--- src/jcds_pkg.sv ---
// Shared types and constants for the joystick center and deadzone block.
package jcds_pkg;

  // Deadzone register
  localparam int DEADZONE_W = 12;
  typedef logic [DEADZONE_W-1:0] deadzone_t;
  localparam deadzone_t DEADZONE_RESET = deadzone_t'(260);

  // Axis step codes, two's complement
  typedef logic signed [1:0] step_t;
  localparam step_t STEP_ZERO = 2'sb00;
  localparam step_t STEP_POS  = 2'sb01;
  localparam step_t STEP_NEG  = 2'sb11;

endpackage

--- src/jcds_if.sv ---
// Valid/ready channels for sample items and step result items.
interface jcds_sample_if #(
  parameter int ADC_BITS = 12
);
  logic                valid;
  logic                ready;
  logic [ADC_BITS-1:0] sample_x;
  logic [ADC_BITS-1:0] sample_y;
  logic                switch_low;

  modport source (output valid, output sample_x, output sample_y, output switch_low,
                  input ready);
  modport sink   (input valid, input sample_x, input sample_y, input switch_low,
                  output ready);
endinterface

interface jcds_step_if;
  import jcds_pkg::*;

  logic  valid;
  logic  ready;
  step_t step_x;
  step_t step_y;
  logic  press_event;

  modport source (output valid, output step_x, output step_y, output press_event,
                  input ready);
  modport sink   (input valid, input step_x, input step_y, input press_event,
                  output ready);
endinterface

--- src/jcds_axis.sv ---
// One axis: compare a group sum against center and deadzone, give -1, 0 or +1.
module jcds_axis #(
  parameter int ADC_BITS   = 12,
  parameter int SUM_W      = 16,
  parameter int READ_COUNT = 4
) (
  input  logic [SUM_W-1:0]    sum,
  input  logic [ADC_BITS-1:0] center,
  input  jcds_pkg::deadzone_t deadzone,
  output jcds_pkg::step_t     step
);
  import jcds_pkg::*;

  localparam int BASE_W = ((ADC_BITS > DEADZONE_W) ? ADC_BITS : DEADZONE_W) + 1;
  localparam int PROD_W = BASE_W + $clog2(READ_COUNT + 1);
  localparam int CMP_W  = (PROD_W > SUM_W) ? PROD_W : SUM_W;

  logic [BASE_W-1:0] upper;
  logic [BASE_W-1:0] gap;
  logic [PROD_W-1:0] hi;
  logic [PROD_W-1:0] lo;
  logic              center_gt_dz;
  logic              above;
  logic              below;

  // The truncated mean sum/READ_COUNT exceeds center+deadzone exactly when
  // sum >= READ_COUNT*(center+deadzone+1); it falls below center-deadzone
  // exactly when sum < READ_COUNT*(center-deadzone), which needs center > deadzone.
  always_comb begin
    upper        = BASE_W'(center) + BASE_W'(deadzone) + BASE_W'(1);
    gap          = BASE_W'(center) - BASE_W'(deadzone);
    center_gt_dz = BASE_W'(center) > BASE_W'(deadzone);
    hi           = PROD_W'(upper) * PROD_W'(READ_COUNT);
    lo           = PROD_W'(gap) * PROD_W'(READ_COUNT);
    above        = CMP_W'(sum) >= CMP_W'(hi);
    below        = center_gt_dz && (CMP_W'(sum) < CMP_W'(lo));
    if (above) begin
      step = STEP_POS;
    end else if (below) begin
      step = STEP_NEG;
    end else begin
      step = STEP_ZERO;
    end
  end

endmodule

--- src/joystick_center_deadzone_step.sv ---
// Joystick center calibration, group averaging, deadzone stepping and press detect.
//
// One sample item is accepted every clock cycle. The first CENTER_COUNT items
// after reset set the center and give no result; after that every READ_COUNT
// items give one result. The edge that accepts a group's last item loads the
// capture stage, and the compare is loaded into the output register when the
// capture stage hands on its group; the result is offered from there. The
// input side only stalls when a finished group waits in the capture stage while
// the output register holds a result not yet taken. The center division is a
// multiply by a constant reciprocal in the capture stage.
module joystick_center_deadzone_step #(
  parameter int CENTER_COUNT = 16,
  parameter int READ_COUNT   = 4,
  parameter int ADC_BITS     = 12
) (
  input  logic                clk,
  input  logic                rst,
  input  logic                cfg_we,
  input  jcds_pkg::deadzone_t cfg_data,
  jcds_sample_if.sink         samples,
  jcds_step_if.source         steps
);
  import jcds_pkg::*;

  localparam int MAX_COUNT = (CENTER_COUNT > READ_COUNT) ? CENTER_COUNT : READ_COUNT;
  localparam int SUM_W     = ADC_BITS + $clog2(MAX_COUNT);
  localparam int CNT_W     = ($clog2(MAX_COUNT) > 0) ? $clog2(MAX_COUNT) : 1;
  localparam int RECIP_K   = SUM_W + $clog2(CENTER_COUNT);
  localparam int MUL_W     = SUM_W + RECIP_K + 1;
  localparam logic [63:0] RECIP_FULL =
    ((64'd1 << RECIP_K) + 64'(CENTER_COUNT) - 64'd1) / 64'(CENTER_COUNT);
  localparam logic [RECIP_K:0] RECIP = RECIP_FULL[RECIP_K:0];
  localparam logic [CNT_W-1:0] CAL_LAST   = CNT_W'(CENTER_COUNT - 1);
  localparam logic [CNT_W-1:0] GROUP_LAST = CNT_W'(READ_COUNT - 1);

  // Accumulation state
  logic                calibrating;
  logic [CNT_W-1:0]    sample_count;
  logic [SUM_W-1:0]    sum_x;
  logic [SUM_W-1:0]    sum_y;
  logic [ADC_BITS-1:0] mid_x;
  logic [ADC_BITS-1:0] mid_y;
  logic                switch_was_low;
  deadzone_t           deadzone;

  // Capture stage: one finished phase (calibration or group)
  logic                s1_valid;
  logic                s1_cal;
  logic [SUM_W-1:0]    s1_sum_x;
  logic [SUM_W-1:0]    s1_sum_y;
  logic                s1_sw;

  // Output register
  logic                out_valid;
  step_t               out_step_x;
  step_t               out_step_y;
  logic                out_press;

  logic                accept;
  logic                last_item;
  logic                s1_hold;
  logic                s1_take;
  logic [SUM_W-1:0]    sum_x_next;
  logic [SUM_W-1:0]    sum_y_next;
  logic [MUL_W-1:0]    mul_x;
  logic [MUL_W-1:0]    mul_y;
  step_t               step_x_calc;
  step_t               step_y_calc;

  // Handshake and phase control
  always_comb begin
    s1_hold    = s1_valid && !s1_cal && out_valid && !steps.ready;
    s1_take    = s1_valid && !s1_hold;
    accept     = samples.valid && samples.ready;
    last_item  = calibrating ? (sample_count == CAL_LAST) : (sample_count == GROUP_LAST);
    sum_x_next = sum_x + SUM_W'(samples.sample_x);
    sum_y_next = sum_y + SUM_W'(samples.sample_y);
    mul_x      = MUL_W'(s1_sum_x) * MUL_W'(RECIP);
    mul_y      = MUL_W'(s1_sum_y) * MUL_W'(RECIP);
  end

  assign samples.ready     = !s1_hold;
  assign steps.valid       = out_valid;
  assign steps.step_x      = out_step_x;
  assign steps.step_y      = out_step_y;
  assign steps.press_event = out_press;

  jcds_axis #(
    .ADC_BITS   (ADC_BITS),
    .SUM_W      (SUM_W),
    .READ_COUNT (READ_COUNT)
  ) u_axis_x (
    .sum      (s1_sum_x),
    .center   (mid_x),
    .deadzone (deadzone),
    .step     (step_x_calc)
  );

  jcds_axis #(
    .ADC_BITS   (ADC_BITS),
    .SUM_W      (SUM_W),
    .READ_COUNT (READ_COUNT)
  ) u_axis_y (
    .sum      (s1_sum_y),
    .center   (mid_y),
    .deadzone (deadzone),
    .step     (step_y_calc)
  );

  // Configuration register
  always_ff @(posedge clk) begin
    if (rst) begin
      deadzone <= DEADZONE_RESET;
    end else if (cfg_we) begin
      deadzone <= cfg_data;
    end
  end

  // Accumulate items; on the last item of a phase hand the sums to capture
  always_ff @(posedge clk) begin
    if (rst) begin
      calibrating  <= 1'b1;
      sample_count <= '0;
      sum_x        <= '0;
      sum_y        <= '0;
    end else if (accept) begin
      if (last_item) begin
        calibrating  <= 1'b0;
        sample_count <= '0;
        sum_x        <= '0;
        sum_y        <= '0;
      end else begin
        sample_count <= sample_count + CNT_W'(1);
        sum_x        <= sum_x_next;
        sum_y        <= sum_y_next;
      end
    end
  end

  // Capture stage valid
  always_ff @(posedge clk) begin
    if (rst) begin
      s1_valid <= 1'b0;
    end else if (accept && last_item) begin
      s1_valid <= 1'b1;
    end else if (s1_take) begin
      s1_valid <= 1'b0;
    end
  end

  // Capture stage payload
  always_ff @(posedge clk) begin
    if (accept && last_item) begin
      s1_cal   <= calibrating;
      s1_sum_x <= sum_x_next;
      s1_sum_y <= sum_y_next;
      s1_sw    <= samples.switch_low;
    end
  end

  // Store the center: truncated mean by reciprocal multiply
  always_ff @(posedge clk) begin
    if (rst) begin
      mid_x <= '0;
      mid_y <= '0;
    end else if (s1_take && s1_cal) begin
      mid_x <= mul_x[RECIP_K +: ADC_BITS];
      mid_y <= mul_y[RECIP_K +: ADC_BITS];
    end
  end

  // Switch edge memory and output valid
  always_ff @(posedge clk) begin
    if (rst) begin
      switch_was_low <= 1'b0;
      out_valid      <= 1'b0;
    end else if (s1_take && !s1_cal) begin
      switch_was_low <= s1_sw;
      out_valid      <= 1'b1;
    end else if (steps.ready) begin
      out_valid      <= 1'b0;
    end
  end

  // Output payload
  always_ff @(posedge clk) begin
    if (s1_take && !s1_cal) begin
      out_step_x <= step_x_calc;
      out_step_y <= step_y_calc;
      out_press  <= s1_sw && !switch_was_low;
    end
  end

  // Calibration ends only by handing a calibration sum to the capture stage
  a_cal_end: assert property (@(posedge clk) disable iff (rst)
    $fell(calibrating) |-> (s1_valid && s1_cal))
    else $error("calibration ended without a captured center sum");

  // No result appears before calibration has finished
  a_no_result_cal: assert property (@(posedge clk) disable iff (rst)
    $rose(out_valid) |-> !calibrating)
    else $error("result produced during calibration");

  // Count stays inside the current phase length
  a_count_range: assert property (@(posedge clk) disable iff (rst)
    calibrating ? (sample_count <= CAL_LAST) : (sample_count <= GROUP_LAST))
    else $error("sample count beyond phase length");

  // A result never carries the unused step code
  a_step_code: assert property (@(posedge clk) disable iff (rst)
    out_valid |-> (out_step_x != 2'sb10) && (out_step_y != 2'sb10))
    else $error("invalid step code in result");

  // A calibration capture never stalls behind the output register
  a_cal_flow: assert property (@(posedge clk) disable iff (rst)
    (s1_valid && s1_cal) |=> !(s1_valid && s1_cal) || $past(accept && last_item))
    else $error("calibration capture held for more than one cycle");

endmodule
--- src/flat_wrapper.sv ---
// flat-port wrapper written by rule: the top's interface ports become plain ports
module joystick_center_deadzone_step_flat import jcds_pkg::*;
#(
  parameter int CENTER_COUNT = 16,
  parameter int READ_COUNT   = 4,
  parameter int ADC_BITS     = 12
)
  (clk, rst, cfg_we, cfg_data, samples_valid, samples_sample_x, samples_sample_y, samples_switch_low, samples_ready, steps_valid, steps_step_x, steps_step_y, steps_press_event, steps_ready);
  jcds_sample_if #(.ADC_BITS(ADC_BITS)) samples_i ();
  jcds_step_if steps_i ();
  input  logic clk;
  input  logic rst;
  input  logic cfg_we;
  input  jcds_pkg::deadzone_t cfg_data;
  input wire logic [$bits(samples_i.valid)-1:0] samples_valid;
  input wire logic [$bits(samples_i.sample_x)-1:0] samples_sample_x;
  input wire logic [$bits(samples_i.sample_y)-1:0] samples_sample_y;
  input wire logic [$bits(samples_i.switch_low)-1:0] samples_switch_low;
  output wire logic [$bits(samples_i.ready)-1:0] samples_ready;
  output wire logic [$bits(steps_i.valid)-1:0] steps_valid;
  output wire logic [$bits(steps_i.step_x)-1:0] steps_step_x;
  output wire logic [$bits(steps_i.step_y)-1:0] steps_step_y;
  output wire logic [$bits(steps_i.press_event)-1:0] steps_press_event;
  input wire logic [$bits(steps_i.ready)-1:0] steps_ready;
  assign samples_i.valid = samples_valid;
  assign samples_i.sample_x = samples_sample_x;
  assign samples_i.sample_y = samples_sample_y;
  assign samples_i.switch_low = samples_switch_low;
  assign samples_ready = samples_i.ready;
  assign steps_valid = steps_i.valid;
  assign steps_step_x = steps_i.step_x;
  assign steps_step_y = steps_i.step_y;
  assign steps_press_event = steps_i.press_event;
  assign steps_i.ready = steps_ready;
  joystick_center_deadzone_step #(.CENTER_COUNT(CENTER_COUNT), .READ_COUNT(READ_COUNT), .ADC_BITS(ADC_BITS)) u_core (.clk(clk), .rst(rst), .cfg_we(cfg_we), .cfg_data(cfg_data), .samples(samples_i), .steps(steps_i));
endmodule
--- config.mk ---
export PLATFORM = sky130hd
export DESIGN_NAME = joystick_center_deadzone_step_flat
export DESIGN_NICKNAME = d
export VERILOG_FILES = /design/src/jcds_pkg.sv /design/src/jcds_if.sv /design/src/jcds_axis.sv /design/src/joystick_center_deadzone_step.sv /design/src/flat_wrapper.sv
export SDC_FILE = /design/constraint.sdc
export NUM_CORES = 1
export LEC_CHECK = 0
export ABC_AREA = 1
export BUFFER_PORTS_ARGS = -buffer_cell sky130_fd_sc_hd__clkbuf_2
export CORE_ASPECT_RATIO = 0.9
export CORE_UTILIZATION = 45
export CTS_CLUSTER_SIZE = 16
export DETAILED_ROUTE_END_ITERATION = 7
export PLACE_DENSITY = 0.73
export SLEW_MARGIN = 20
export SYNTH_ARGS = -nofsm -noshare
export SYNTH_HDL_FRONTEND = slang
export SYNTH_SLANG_ARGS = --single-unit
--- constraint.sdc ---
create_clock -name clk -period 7.4 [get_ports clk]
set_clock_uncertainty 0.05 [all_clocks]
set_input_delay 2.22 -clock clk [delete_from_list [all_inputs] [get_ports clk]]
set_output_delay 2.22 -clock clk [all_outputs]
set_load 0.01 [all_outputs]
# Word level (Yosys, flattened, before mapping)

Index checks and enable logic that the tools add are counted.

Output and inout port bits: 7
Input port bits: 42
Bits in registers: 115
Word-level logic and storage cells: 62

Equal/unequal tests: 2
Magnitude comparators: 6
Reductions and logical operators: 18
Muxes and demuxes: 10
Add/subtract/negate cells: 9

Operator list:

| kind                                                 | number |
|---|---|
| adder 16 x 12 -> 16 bit                              | 2 |
| >= comparator 16 x 15 -> 1 bit                       | 2 |
| less-than comparator 16 x 15 -> 1 bit                | 2 |
| 2-to-1 mux 16 bit                                    | 2 |
| adder 12 x 12 -> 13 bit                              | 2 |
| adder 13 x 1 -> 13 bit (second input constant)       | 2 |
| subtractor 12 x 12 -> 13 bit                         | 2 |
| > comparator 12 bit                                  | 2 |
| logical AND 1 bit                                    | 11 |
| 2-to-1 mux 1 bit                                     | 5 |
| adder 4 x 1 -> 4 bit (second input constant)         | 1 |
| equality test 4 x 2 -> 1 bit (second input constant) | 1 |
| equality test 4 bit (second input constant)          | 1 |
| logical NOT 1 bit                                    | 4 |
| 2-to-1 mux 2 bit                                     | 2 |
| 2-to-1 mux 4 bit                                     | 1 |
| nonzero test 2 bit                                   | 2 |
| AND reduction 2 bit                                  | 1 |

# Longest topological paths before layout

Depth in word-level cells: 8
Depth in mapped cells: 22
Gate-level depth less buffers: 21

# By module

From an unflattened synthesis, not the netlist that was laid out.

Cells, all modules: 1,377
Area, all modules: 9,574.2 µm²

By module, submodules not included:

| module                        | area an instance (µm²) | sequential area each (µm²) | times used | cells an instance |
|---|---|---|---|---|
| joystick_center_deadzone_step | 5,577.8                | 2,692.6                    | 1          | 717 |
| jcds_axis (u_core.u_axis_y)   | 2,047.0                | 0.0                        | 1          | 335 |
| jcds_axis (u_core.u_axis_x)   | 1,949.4                | 0.0                        | 1          | 325 |

# Worst setup path before layout

Ideal clock, no wire load.

Kind: input to output
Start point: in steps_ready
End point: out samples_ready
Data arrival time: 2.517 ns
Setup slack: 2.613 ns
Required time: 5.130 ns
Stages on the path: 2
Path buffers: 0
Cells stage by stage: nor2_1 -> nand2_2

Longest elaborated chain between the ends: 3

Ends and longest elaborated chain:

| element           | RTL line                            | source |
|---|---|---|
| from (decl)       | flat_wrapper.sv:24                  | `input wire logic [$bits(steps_i.ready)-1:0] steps_ready;` |
| logical NOT 1 bit | joystick_center_deadzone_step.sv:72 | `s1_hold = s1_valid && !s1_cal && out_valid && !steps.ready;` |
| logical AND 1 bit | joystick_center_deadzone_step.sv:72 |  |
| logical NOT 1 bit | joystick_center_deadzone_step.sv:82 | `assign samples.ready = !s1_hold;` |
| to (decl)         | flat_wrapper.sv:19                  | `output wire logic [$bits(samples_i.ready)-1:0] samples_ready;` |

No other way between the ends.

# Final worst setup path

Ends and elaborated chain as after synthesis.

==> out/qor.txt <==
Setup CP Type = input pin to primary output
nets = 1499
# setup viols final = 0
count of hold-fix buffers inserted at cts = 0
Die H = 137.4 um
largest net degree at the start of global routing = 41
cell depth of the worst flop-to-flop path = 20
CTS sink count = 115
Avg WL per Cell = 14.30 um
Crit path top cell by count = clkbuf_2
status = complete, but fails checks
clk_lat worst skew = 420 ps
# Post-CTS Setup Buffers = 0
post-synth top area cell = ha_1
Hold Path Depth = 2
area of the multi-input gates = 5569 um2
Hold Path Origin = u_core.sum_x[9]
num rows = 49
routed wl met2 = 9796 um
sequential fraction of the synthesis area = 0.2939
P_leak = 5.203 nW
port bufs = 48
DR pass1 iterations = 8
Fill cells = 1930
CTS tree = done
DR vias/cell = 5.152
Cells after Synth = 1295
global-route wire length before repair = 37540 um
Avg Cell Area, Syn = 7.075 um2
Top Ports = 49
launching point of the worst reg2reg path = u_core.deadzone[1]
CP Buf/Inv Count = 2
post-cts resize count = 0
Detail Route Antenna Nets = 0
critical path endpoint category = primary output
die area = 20940 um2
CTS max path bufs = 2
final worst-path cycle share = 0.6784
R2R Path End = u_core.steps.step_y[1]
Vias = 8222
crit path cell chain = clkbuf_2, nor2_1, nand2_2, clkbuf_2
initial antenna violation count = 0
slowest stage cell, crit path = nor2_1
Reg clk slew, reported paths = 60 ps
DP HPWL = 17670 um
Syn-to-layout area delta = 11.22%
highest metal used = met4
mapped cell area = 9163 um2
root buffer cell = clkbuf_16
top cells by count, synth = 310 x nand2_1, 191 x inv_1, 125 x nor2_1, 123 x ha_1, 121 x a21oi_1
initial drt markers = 618
slowest stage delay, CP = 190 ps
Slew @ Worst Pin = 1088 ps
hold violation total from the final report = 0
vias in the first global route = 7595
final setup margin = 2380 ps
pre-CTS setup slack = 2367 ps
depth of the CTS H-tree = 4
pwr dens = 194.9 nW/um2
Final Core Density = 0.5099
Peak supply drop = 0.1770 mV
post-synthesis register bit count = 115
drc violations = 1
minimum clock period = 5020 ps
met3 WL post-DR = 1206 um
starting density of the core = 0.4584
FF-to-FF setup slack = 4070 ps
top cell type's share of synthesized area = 0.1680
Layout Cells excl Fill = 1596
DIE WIDTH = 152.4 um
Ant. Diodes = 0
Critical Path AT = 2750 ps
final WL = 22820 um
RD Place Congestion = 0.9196
final slew viol count = 0
Post-synth EDFFs = 39
Sum Neg Setup Slack = 0 ps
Startpoint Class = input pin
HP Class = flop to flop
# placed instances = 1564
failing checks = DRC
TritonCTS buffer count = 17
worst-path fanout max = 3
wl on met1 = 11600 um
Rel. slew slack = 0.2721
Critical Path RT = 5130 ps
Post-synth top flop = dfxtp_1
Synth Net Count = 1466
register area = 2693 um2
top area cells in the synthesized netlist = ha_1 17%, dfxtp_1 17%, edfxtp_1 13%
max frequency = 199.2 MHz
GRT Resource Usage Total = 0.2280
max-cap violation count = 0
share of cells above drive strength 1 = 0.06711
GR Overflow Total = 0
most common cell in the netlist = nand2_1
core area = 19990 um2
RSZ-0062 raised after global routing = false
YS warnings = 0
Synth async-reset ratio = 0
hold endpoint = u_core.sum_x[9]
Netlist cell types = 35
Top delay family on crit path = simple AND/OR/NAND/NOR gates
[area by class of cell]
| type | count | share of cell area |
|---|---|---|
| clock inverters | 15 | 0.02161 |
| well taps | 255 | 0.03131 |
| flip-flops and latches | 115 | 0.2642 |
| multi-input cells | 953 | 0.5465 |
| repair buffers | 48 | 0.02357 |
| inverters | 193 | 0.07109 |
| clock buffers | 17 | 0.04174 |
[worst min-delay path, cell delays in order (launching register included)]
cell and delay (ps):
dfxtp_1 310, nand2_1 60, a21oi_1 50
[per-layer routing]
metal	vias to the layer above	GRT usage
met4	0	0.05892
met5	-	0
met1	3724	0.3175
met3	16	0.04121
met2	230	0.3648
li1	4252	-
[cells by family after synthesis]
logic type      count (synthesis)  synth area share
flops                         115            0.2939
compound gates                202            0.1183
buf+inv                       227           0.09914
simple gates                  570            0.2580
fa+ha+maj                     129            0.1811
xor+xnor                       52           0.04971
[through the flow]
step	total power [mW]	area, um2	hold WS (ps)
global route	2.083	10190	432.7
finish	1.987	10190	420.2
detailed placement	1.088	9545	411.3
global placement	1.078	9545	406.4
CTS	1.997	10190	422.0
floorplan	0.9963	9163	397.8
[report_power, final]
part	switching (mW)	internal (mW)	total, mW
clock	0.331	0.574	0.905
sequential	0.0164	0.685	0.701
combinational	0.245	0.135	0.380
[worst max-delay path by stage]
| stage | slack (ps) | cells after the start | to | from |
|---|---|---|---|---|
| after floorplan | 2610 | 2 | samples_ready | steps_ready |
| after global placement | 2390 | 4 | samples_ready | steps_ready |
| after detailed placement | 2370 | 4 | samples_ready | steps_ready |
| after CTS | 2370 | 4 | samples_ready | steps_ready |
| after global routing | 2320 | 4 | samples_ready | steps_ready |
| final | 2380 | 4 | samples_ready | steps_ready |
[state kept, by name, indices dropped and copies added (netlist names)]
register,cells
u_core.calibrating,1
u_core.deadzone,12
u_core.mid_x,12
u_core.mid_y,12
u_core.s1_cal,1
u_core.s1_sum_x,16
u_core.s1_sum_y,16
u_core.s1_sw,1
u_core.s1_valid,1
u_core.sample_count,4
u_core.steps.press_event,1
u_core.steps.step_x,2
u_core.steps.step_y,2
u_core.steps.valid,1
u_core.sum_x,16
u_core.sum_y,16
u_core.switch_was_low,1
[cell usage in the layout (no fill, tap or decap), types with 3 or more instances in the layout]
| cell | count |
|---|---|
| inv_6 | 3 |
| dfxtp_1 | 76 |
| inv_8 | 3 |
| a21oi_1 | 121 |
| fa_1 | 6 |
| inv_2 | 3 |
| nor2_1 | 124 |
| ha_1 | 123 |
| xnor2_1 | 4 |
| o211ai_1 | 4 |
| o21ai_0 | 57 |
| bufinv_16 | 4 |
| inv_1 | 190 |
| clkinv_4 | 4 |
| nand3_1 | 78 |
| xor2_1 | 48 |
| clkbuf_16 | 17 |
| nand4_1 | 16 |
| nor3_1 | 18 |
| and2_1 | 17 |
| edfxtp_1 | 39 |
| nand2_1 | 310 |
| clkbuf_2 | 48 |
| o21bai_1 | 6 |
Power figures use the tool's default switching activity.
